$ cat config.mk
export PLATFORM = sky130hd
export DESIGN_NAME = rgb_to_ycbcr422_packer
export DESIGN_NICKNAME = d
export VERILOG_FILES = /design/src/sv/ycc422_pkg.sv /design/src/sv/rgb_to_ycbcr422_packer.sv /design/src/sv/ycc422_csc.sv
export SDC_FILE = /design/constraint.sdc
export NUM_CORES = 1
export LEC_CHECK = 0
export BUFFER_PORTS_ARGS = -buffer_cell sky130_fd_sc_hd__buf_2
export CORE_UTILIZATION = 40
export DETAILED_ROUTE_END_ITERATION = 16
export PLACE_DENSITY_LB_ADDON = 0.15
export SYNTH_ARGS = -nofsm -noshare
export SYNTH_HDL_FRONTEND = slang
export SYNTH_SLANG_ARGS = --single-unit
$ cat constraint.sdc
create_clock -name clk -period 7.4 [get_ports clk]
set_clock_uncertainty 0.2 [all_clocks]
set_input_delay 0 -clock clk [delete_from_list [all_inputs] [get_ports clk]]
set_output_delay 0 -clock clk [all_outputs]
set_load 0.05 [all_outputs]
$ cat src/sv/ycc422_pkg.sv
// shared types and constants for the ycbcr 4:2:2 packer
package ycc422_pkg;

  localparam int unsigned MAX_DIMENSION = 8192;
  localparam int unsigned DIM_W = 14;  // register and dimension width
  localparam int unsigned CNT_W = 13;  // column / row counter width
  localparam int unsigned SUM_W = 26;  // signed q16 accumulator width
  localparam int unsigned CFG_IDX_W = 1;

  localparam logic [DIM_W-1:0] MAX_DIM = DIM_W'(MAX_DIMENSION);
  localparam logic [DIM_W-1:0] LINE_WIDTH_RST = 14'd1920;
  localparam logic [DIM_W-1:0] FRAME_HEIGHT_RST = 14'd1080;

  // q16 coefficients, round(c * 65536)
  localparam logic signed [SUM_W-1:0] Y_R = 26'sd19595;
  localparam logic signed [SUM_W-1:0] Y_G = 26'sd38470;
  localparam logic signed [SUM_W-1:0] Y_B = 26'sd7471;
  localparam logic signed [SUM_W-1:0] CB_R = 26'sd11076;
  localparam logic signed [SUM_W-1:0] CB_G = 26'sd21692;
  localparam logic signed [SUM_W-1:0] CB_B = 26'sd32768;
  localparam logic signed [SUM_W-1:0] CR_R = 26'sd32768;
  localparam logic signed [SUM_W-1:0] CR_G = 26'sd27460;
  localparam logic signed [SUM_W-1:0] CR_B = 26'sd5308;
  localparam logic signed [SUM_W-1:0] OFFSET_Q16 = 26'sd8388608;

  typedef enum logic [CFG_IDX_W-1:0] {
    CFG_LINE_WIDTH   = 1'b0,
    CFG_FRAME_HEIGHT = 1'b1
  } cfg_idx_t;

  typedef struct packed {
    logic [7:0] red;
    logic [7:0] green;
    logic [7:0] blue;
  } pix_t;

  typedef struct packed {
    logic is_cr;
    logic eol;
    logic eof;
  } pos_flags_t;

endpackage

$ cat src/sv/rgb_to_ycbcr422_packer.sv
// ycbcr 4:2:2 packer top level: position tracking, input and result registers
// Takes one 8-bit rgb pixel per item in raster order and gives one item per
// pixel with its luma and one chroma byte: cb on even columns, cr on odd
// columns of each line (picked, not averaged), plus end-of-line and
// end-of-frame flags derived from line_width and frame_height. A register
// value of 0 acts as 1 and values above 8192 act as 8192. The block takes one
// item per clock while out_ready is high; each item passes the input
// register (where its column/row position is stamped) and then the result
// register (fed by the constant-coefficient multiply-add and clamp). in_ready
// follows out_ready through both stages, so a full pipe stalled downstream
// holds two items. Config writes go straight to the registers and leave the
// column and row counters alone; a width shrunk below the current column ends
// its line at the next pixel, a shrunk height the frame at the next line end.
module rgb_to_ycbcr422_packer
  import ycc422_pkg::*;
(
  input  logic                 clk,
  input  logic                 rst_n,
  // pixel input
  input  logic                 in_valid,
  output logic                 in_ready,
  input  logic [7:0]           in_red,
  input  logic [7:0]           in_green,
  input  logic [7:0]           in_blue,
  // packed result
  output logic                 out_valid,
  input  logic                 out_ready,
  output logic [7:0]           out_luma,
  output logic [7:0]           out_chroma,
  output logic                 out_chroma_is_cr,
  output logic                 out_end_of_line,
  output logic                 out_end_of_frame,
  // register writes
  input  logic                 cfg_we,
  input  logic [CFG_IDX_W-1:0] cfg_index,
  input  logic [DIM_W-1:0]     cfg_data
);

  // config registers
  logic [DIM_W-1:0] line_width_r;
  logic [DIM_W-1:0] frame_height_r;
  logic [DIM_W-1:0] w_eff;
  logic [DIM_W-1:0] h_eff;

  // raster position of the next pixel
  logic [CNT_W-1:0] col_r, col_nxt;
  logic [CNT_W-1:0] row_r, row_nxt;
  pos_flags_t       pos_flags;

  // input stage
  logic       s1_valid_r, s1_valid_nxt;
  pix_t       s1_pix_r;
  pos_flags_t s1_flags_r;

  // result stage
  logic       out_valid_r, out_valid_nxt;
  logic [7:0] luma_r;
  logic [7:0] chroma_r;
  pos_flags_t out_flags_r;

  logic [7:0] luma_c;
  logic [7:0] chroma_c;
  logic       in_fire;
  logic       s2_load;

  // register write decode
  always_ff @(posedge clk) begin
    if (!rst_n) begin
      line_width_r   <= LINE_WIDTH_RST;
      frame_height_r <= FRAME_HEIGHT_RST;
    end else if (cfg_we) begin
      unique case (cfg_idx_t'(cfg_index))
        CFG_LINE_WIDTH:   line_width_r   <= cfg_data;
        CFG_FRAME_HEIGHT: frame_height_r <= cfg_data;
        default: ;
      endcase
    end
  end

  // zero acts as one, oversize clamps to the max
  always_comb begin
    if (line_width_r == '0) begin
      w_eff = DIM_W'(1);
    end else if (line_width_r > MAX_DIM) begin
      w_eff = MAX_DIM;
    end else begin
      w_eff = line_width_r;
    end
    if (frame_height_r == '0) begin
      h_eff = DIM_W'(1);
    end else if (frame_height_r > MAX_DIM) begin
      h_eff = MAX_DIM;
    end else begin
      h_eff = frame_height_r;
    end
  end

  // pipeline flow: result slot frees when empty or taken, input slot when
  // empty or moving on
  assign s2_load  = !out_valid_r || out_ready;
  assign in_ready = !s1_valid_r || s2_load;
  assign in_fire  = in_valid && in_ready;

  // position flags of the pixel being accepted; >= covers a shrunk register
  always_comb begin
    pos_flags.is_cr = col_r[0];
    pos_flags.eol   = ({1'b0, col_r} + DIM_W'(1)) >= w_eff;
    pos_flags.eof   = pos_flags.eol && (({1'b0, row_r} + DIM_W'(1)) >= h_eff);
  end

  always_comb begin
    col_nxt = col_r;
    row_nxt = row_r;
    if (in_fire) begin
      if (pos_flags.eol) begin
        col_nxt = '0;
        row_nxt = pos_flags.eof ? '0 : row_r + CNT_W'(1);
      end else begin
        col_nxt = col_r + CNT_W'(1);
      end
    end
  end

  always_ff @(posedge clk) begin
    if (!rst_n) begin
      col_r <= '0;
      row_r <= '0;
    end else begin
      col_r <= col_nxt;
      row_r <= row_nxt;
    end
  end

  // input register
  assign s1_valid_nxt = in_fire ? 1'b1 : (s2_load ? 1'b0 : s1_valid_r);

  always_ff @(posedge clk) begin
    if (!rst_n) begin
      s1_valid_r <= 1'b0;
    end else begin
      s1_valid_r <= s1_valid_nxt;
    end
  end

  always_ff @(posedge clk) begin
    if (in_fire) begin
      s1_pix_r   <= '{red: in_red, green: in_green, blue: in_blue};
      s1_flags_r <= pos_flags;
    end
  end

  ycc422_csc u_csc (
    .pix    (s1_pix_r),
    .is_cr  (s1_flags_r.is_cr),
    .luma   (luma_c),
    .chroma (chroma_c)
  );

  // result register
  assign out_valid_nxt = s2_load ? s1_valid_r : out_valid_r;

  always_ff @(posedge clk) begin
    if (!rst_n) begin
      out_valid_r <= 1'b0;
    end else begin
      out_valid_r <= out_valid_nxt;
    end
  end

  always_ff @(posedge clk) begin
    if (s2_load && s1_valid_r) begin
      luma_r      <= luma_c;
      chroma_r    <= chroma_c;
      out_flags_r <= s1_flags_r;
    end
  end

  assign out_valid        = out_valid_r;
  assign out_luma         = luma_r;
  assign out_chroma       = chroma_r;
  assign out_chroma_is_cr = out_flags_r.is_cr;
  assign out_end_of_line  = out_flags_r.eol;
  assign out_end_of_frame = out_flags_r.eof;

endmodule

$ cat src/sv/ycc422_csc.sv
// rgb to y and picked chroma (cb or cr) color space math
module ycc422_csc
  import ycc422_pkg::*;
(
  input  pix_t       pix,
  input  logic       is_cr,
  output logic [7:0] luma,
  output logic [7:0] chroma
);

  logic signed [SUM_W-1:0] r_s;
  logic signed [SUM_W-1:0] g_s;
  logic signed [SUM_W-1:0] b_s;
  logic signed [SUM_W-1:0] y_sum;
  logic signed [SUM_W-1:0] cb_sum;
  logic signed [SUM_W-1:0] cr_sum;

  // truncate q16 toward zero and clamp to 0..255
  function automatic logic [7:0] q16_to_byte(input logic signed [SUM_W-1:0] s);
    logic [7:0] res;
    if (s[SUM_W-1]) begin
      res = 8'd0;
    end else if (s[SUM_W-2]) begin
      res = 8'hff;
    end else begin
      res = s[23:16];
    end
    return res;
  endfunction

  assign r_s = $signed({{(SUM_W-8){1'b0}}, pix.red});
  assign g_s = $signed({{(SUM_W-8){1'b0}}, pix.green});
  assign b_s = $signed({{(SUM_W-8){1'b0}}, pix.blue});

  // constant multiplies only
  assign y_sum  = Y_R * r_s + Y_G * g_s + Y_B * b_s;
  assign cb_sum = OFFSET_Q16 - CB_R * r_s - CB_G * g_s + CB_B * b_s;
  assign cr_sum = OFFSET_Q16 + CR_R * r_s - CR_G * g_s - CR_B * b_s;

  assign luma   = q16_to_byte(y_sum);
  assign chroma = is_cr ? q16_to_byte(cr_sum) : q16_to_byte(cb_sum);

endmodule

==> metrics.txt <==
CP endpoint kind=flop; first-pass GRT wire length=78470 µm; Overall Global Routing Usage=a little over a fifth; Syn Area/Cell=around 9 µm²; core area=0.04558 mm²; DP HPWL=41670 µm; Reg2Reg Setup Slack=0.24 ns; Reg2Reg Depth=27; area leader, netlist=ha_1; layout cells sized above 1=between 8 and 9%; # setup viols final=0; Seq/Total Area, Yosys=13.50%; Critical Path AT=7.17 ns; Sink Count=102; worst stage delay on the critical path=0.58 ns; drt first pass iters=5; largest net degree at the start of global routing=slightly above 40; top-area cell type share of the netlist area=a little under a third; hold path endpoint=s1_pix_r[0]; Post-synth EDFFs=46; Clock transition at path regs=around 0.080 ns; Worst R2R End=out_chroma[6]; startpoint of the worst hold path=in_blue[0]; fmax=approximately 0.14 GHz; Min Hold Slack=0.1094 ns; htree depth=3; Critical Path Source Type=flop; status=complete, no violations; Setup Crit Path Kind=reg -> reg; Post-Syn Area=0.01853 mm²; Crit path max-delay family=adder cells; Crit Reg-Reg Startpoint=s1_pix_r[7]; GPL Wtd Cong=around 0.91; Period Utilization, post-route=96.71%; Synth Register Bits=102; Die Height=approximately 220 µm; relative slew slack=37.95%; die area=0.04719 mm²; io pins=65; IO Port Bufs=64; Fill cells=between 4000 and 5000; Final Hold Viols=0; CP max FO=4; root buffer cell=clkbuf_16; Cell variety after synth=74; initial antenna violation count=0; hold path depth=2; Remaining DRCs=0; vias per cell=~5.2; # diodes=0; max-cap violations=0; Total Nets Final=2874; ys async rst share=0%; top-count cell post-synth=ha_1; CTS tree=built; Slew @ Worst Pin=0.9288 ns; Synth Instances=2065; remaining global-route overflow=0; Layout Area Growth over Synthesis=12.81%; Placement Rows=78; Clock Latency Late Sink=0.40 ns; Synth Warn #=0; Hold/Removal Path Class=in -> reg; Slowest cell on crit path=fa_1; Max clock buf depth=2; most used cell, CP=fa_1; Initial DRC Count=650; routed wire length=48880 µm; wire per inst=17.25 µm; Worst Path Required=7.42 ns; starting density of the core=40.66%; Synth top cells by count=ha_1 (445), inv_1 (361), nand2_1 (160), fa_1 (156), a21oi_1 (130); fin crit period=7.157 ns; vias in the first global route=14892; Most used DFF post-synth=dfxtp_1; cts bufs inserted=9; largest cells by area after synthesis=ha_1 (30%), fa_1 (17%), edfxtp_1 (7.5%); antenna viol nets, final=0; RSZ-0062 raised after global routing=yes; Slew Viols, Final=0; Layout Utilization=45.87%; Post-Syn Nets=between 2000 and 3000; die outline width=217.2 µm; CP Buf/Inv Count=5; vias=14727
==> state kept, by name (all words and copies together), names as in the netlist <==
register          flops
out_end_of_line       1
out_chroma_is_cr      1
out_chroma            8
row_r                13
out_end_of_frame      1
col_r                13
out_luma              8
out_valid             1
s1_valid_r            1
line_width_r         14
s1_pix_r             24
s1_flags_r            3
frame_height_r       14
==> layer usage <==
metal	GRT usage [%]	up-vias	routed length, µm
li1	-	7418	-
met1	28.12	7065	22840
met2	37.77	209	24100
met3	1.873	35	1167
met4	4.953	0	773
met5	0	-	0
==> per-stage QoR <==
step	cell area [µm²]	setup WS (ns)	setup TNS [ns]	std cells
6_report	20900	0.2433	0	2834
5_1_grt	20900	-0.07239	-0.07964	2834
4_1_cts	20750	0.02399	0	2826
3_5_place_dp	19880	-0.007047	-0.007047	2754
3_3_place_gp	19880	0.1205	0	2754
2_1_floorplan	18560	0.05749	0	2065
==> area by class of cell <==
cell class / instances / area [µm²] / share of cell area (%)
Clock buffer: 9 / 225.2 / 1.077
Tap cell: 600 / 750.7 / 3.591
Multi-Input combinational cell: 1583 / 14720 / 70.41
Timing Repair Buffer: 171 / 1261 / 6.033
Inverter: 362 / 1359 / 6.500
Clock inverter: 7 / 87.58 / 0.4190
Sequential cell: 102 / 2502 / 11.97
==> cells in the final DEF, fill, tap and decap left out, types with 14 or more instances in the layout <==
master | synthesis | final
ha_1 | 445 | 442
inv_1 | 361 | 357
nand2_1 | 160 | 160
fa_1 | 156 | 156
a21oi_1 | 130 | 126
xnor2_1 | 92 | 91
nor2_1 | 76 | 76
o21ai_0 | 66 | 64
buf_2 | 2 | 64
nand3_1 | 59 | 59
dfxtp_1 | 56 | 56
dlygate4sd3_1 | 0 | 55
buf_4 | 0 | 52
edfxtp_1 | 46 | 46
xor2_1 | 38 | 38
a21o_1 | 35 | 35
nor3_1 | 33 | 31
and3_1 | 24 | 24
nand2b_1 | 24 | 24
o21a_1 | 19 | 19
nor2b_1 | 19 | 17
o22ai_1 | 17 | 17
o21bai_1 | 14 | 14
a211oi_1 | 15 | 14
==> worst max-delay path by stage <==
stage / slack, ns / cells past startpoint / start / end
3_5_place_dp: -0.007 / 27 / s1_pix_r[6] / out_chroma[6]
4_1_cts: 0.02 / 27 / s1_pix_r[6] / out_chroma[6]
3_3_place_gp: 0.12 / 27 / s1_pix_r[6] / out_chroma[6]
5_1_grt: -0.07 / 27 / s1_pix_r[7] / out_chroma[6]
2_1_floorplan: 0.06 / 27 / s1_pix_r[6] / out_chroma[6]
6_report: 0.24 / 27 / s1_pix_r[7] / out_chroma[6]
==> cells by family (layout without fill, tap and decap cells) <==
family / count (synthesis) / in the layout / share of synthesized area [%]
adders and majority gates: 601 / 601 / 46.90
and+or+nand+nor: 450 / 450 / 11.54
AOI/OAI and AO/OA: 398 / 398 / 13.98
buffers and inverters: 380 / 549 / 7.711
xor gates and xnor gates: 130 / 130 / 6.144
DFF: 102 / 102 / 13.50
muxes: 4 / 4 / 0.2228
==> what timing repair did <==
action                     4_1_cts  5_1_grt
pin swaps                        1       26
hold endpoints to repair        59        0
gates resized for setup          0       23
buffers inserted                 1        8
hold buffers                    55        0
setup endpoints to repair        1       16
Power is not shown: default switching activity piles up to over one toggle a cycle in this logic, so the estimate is an artifact.
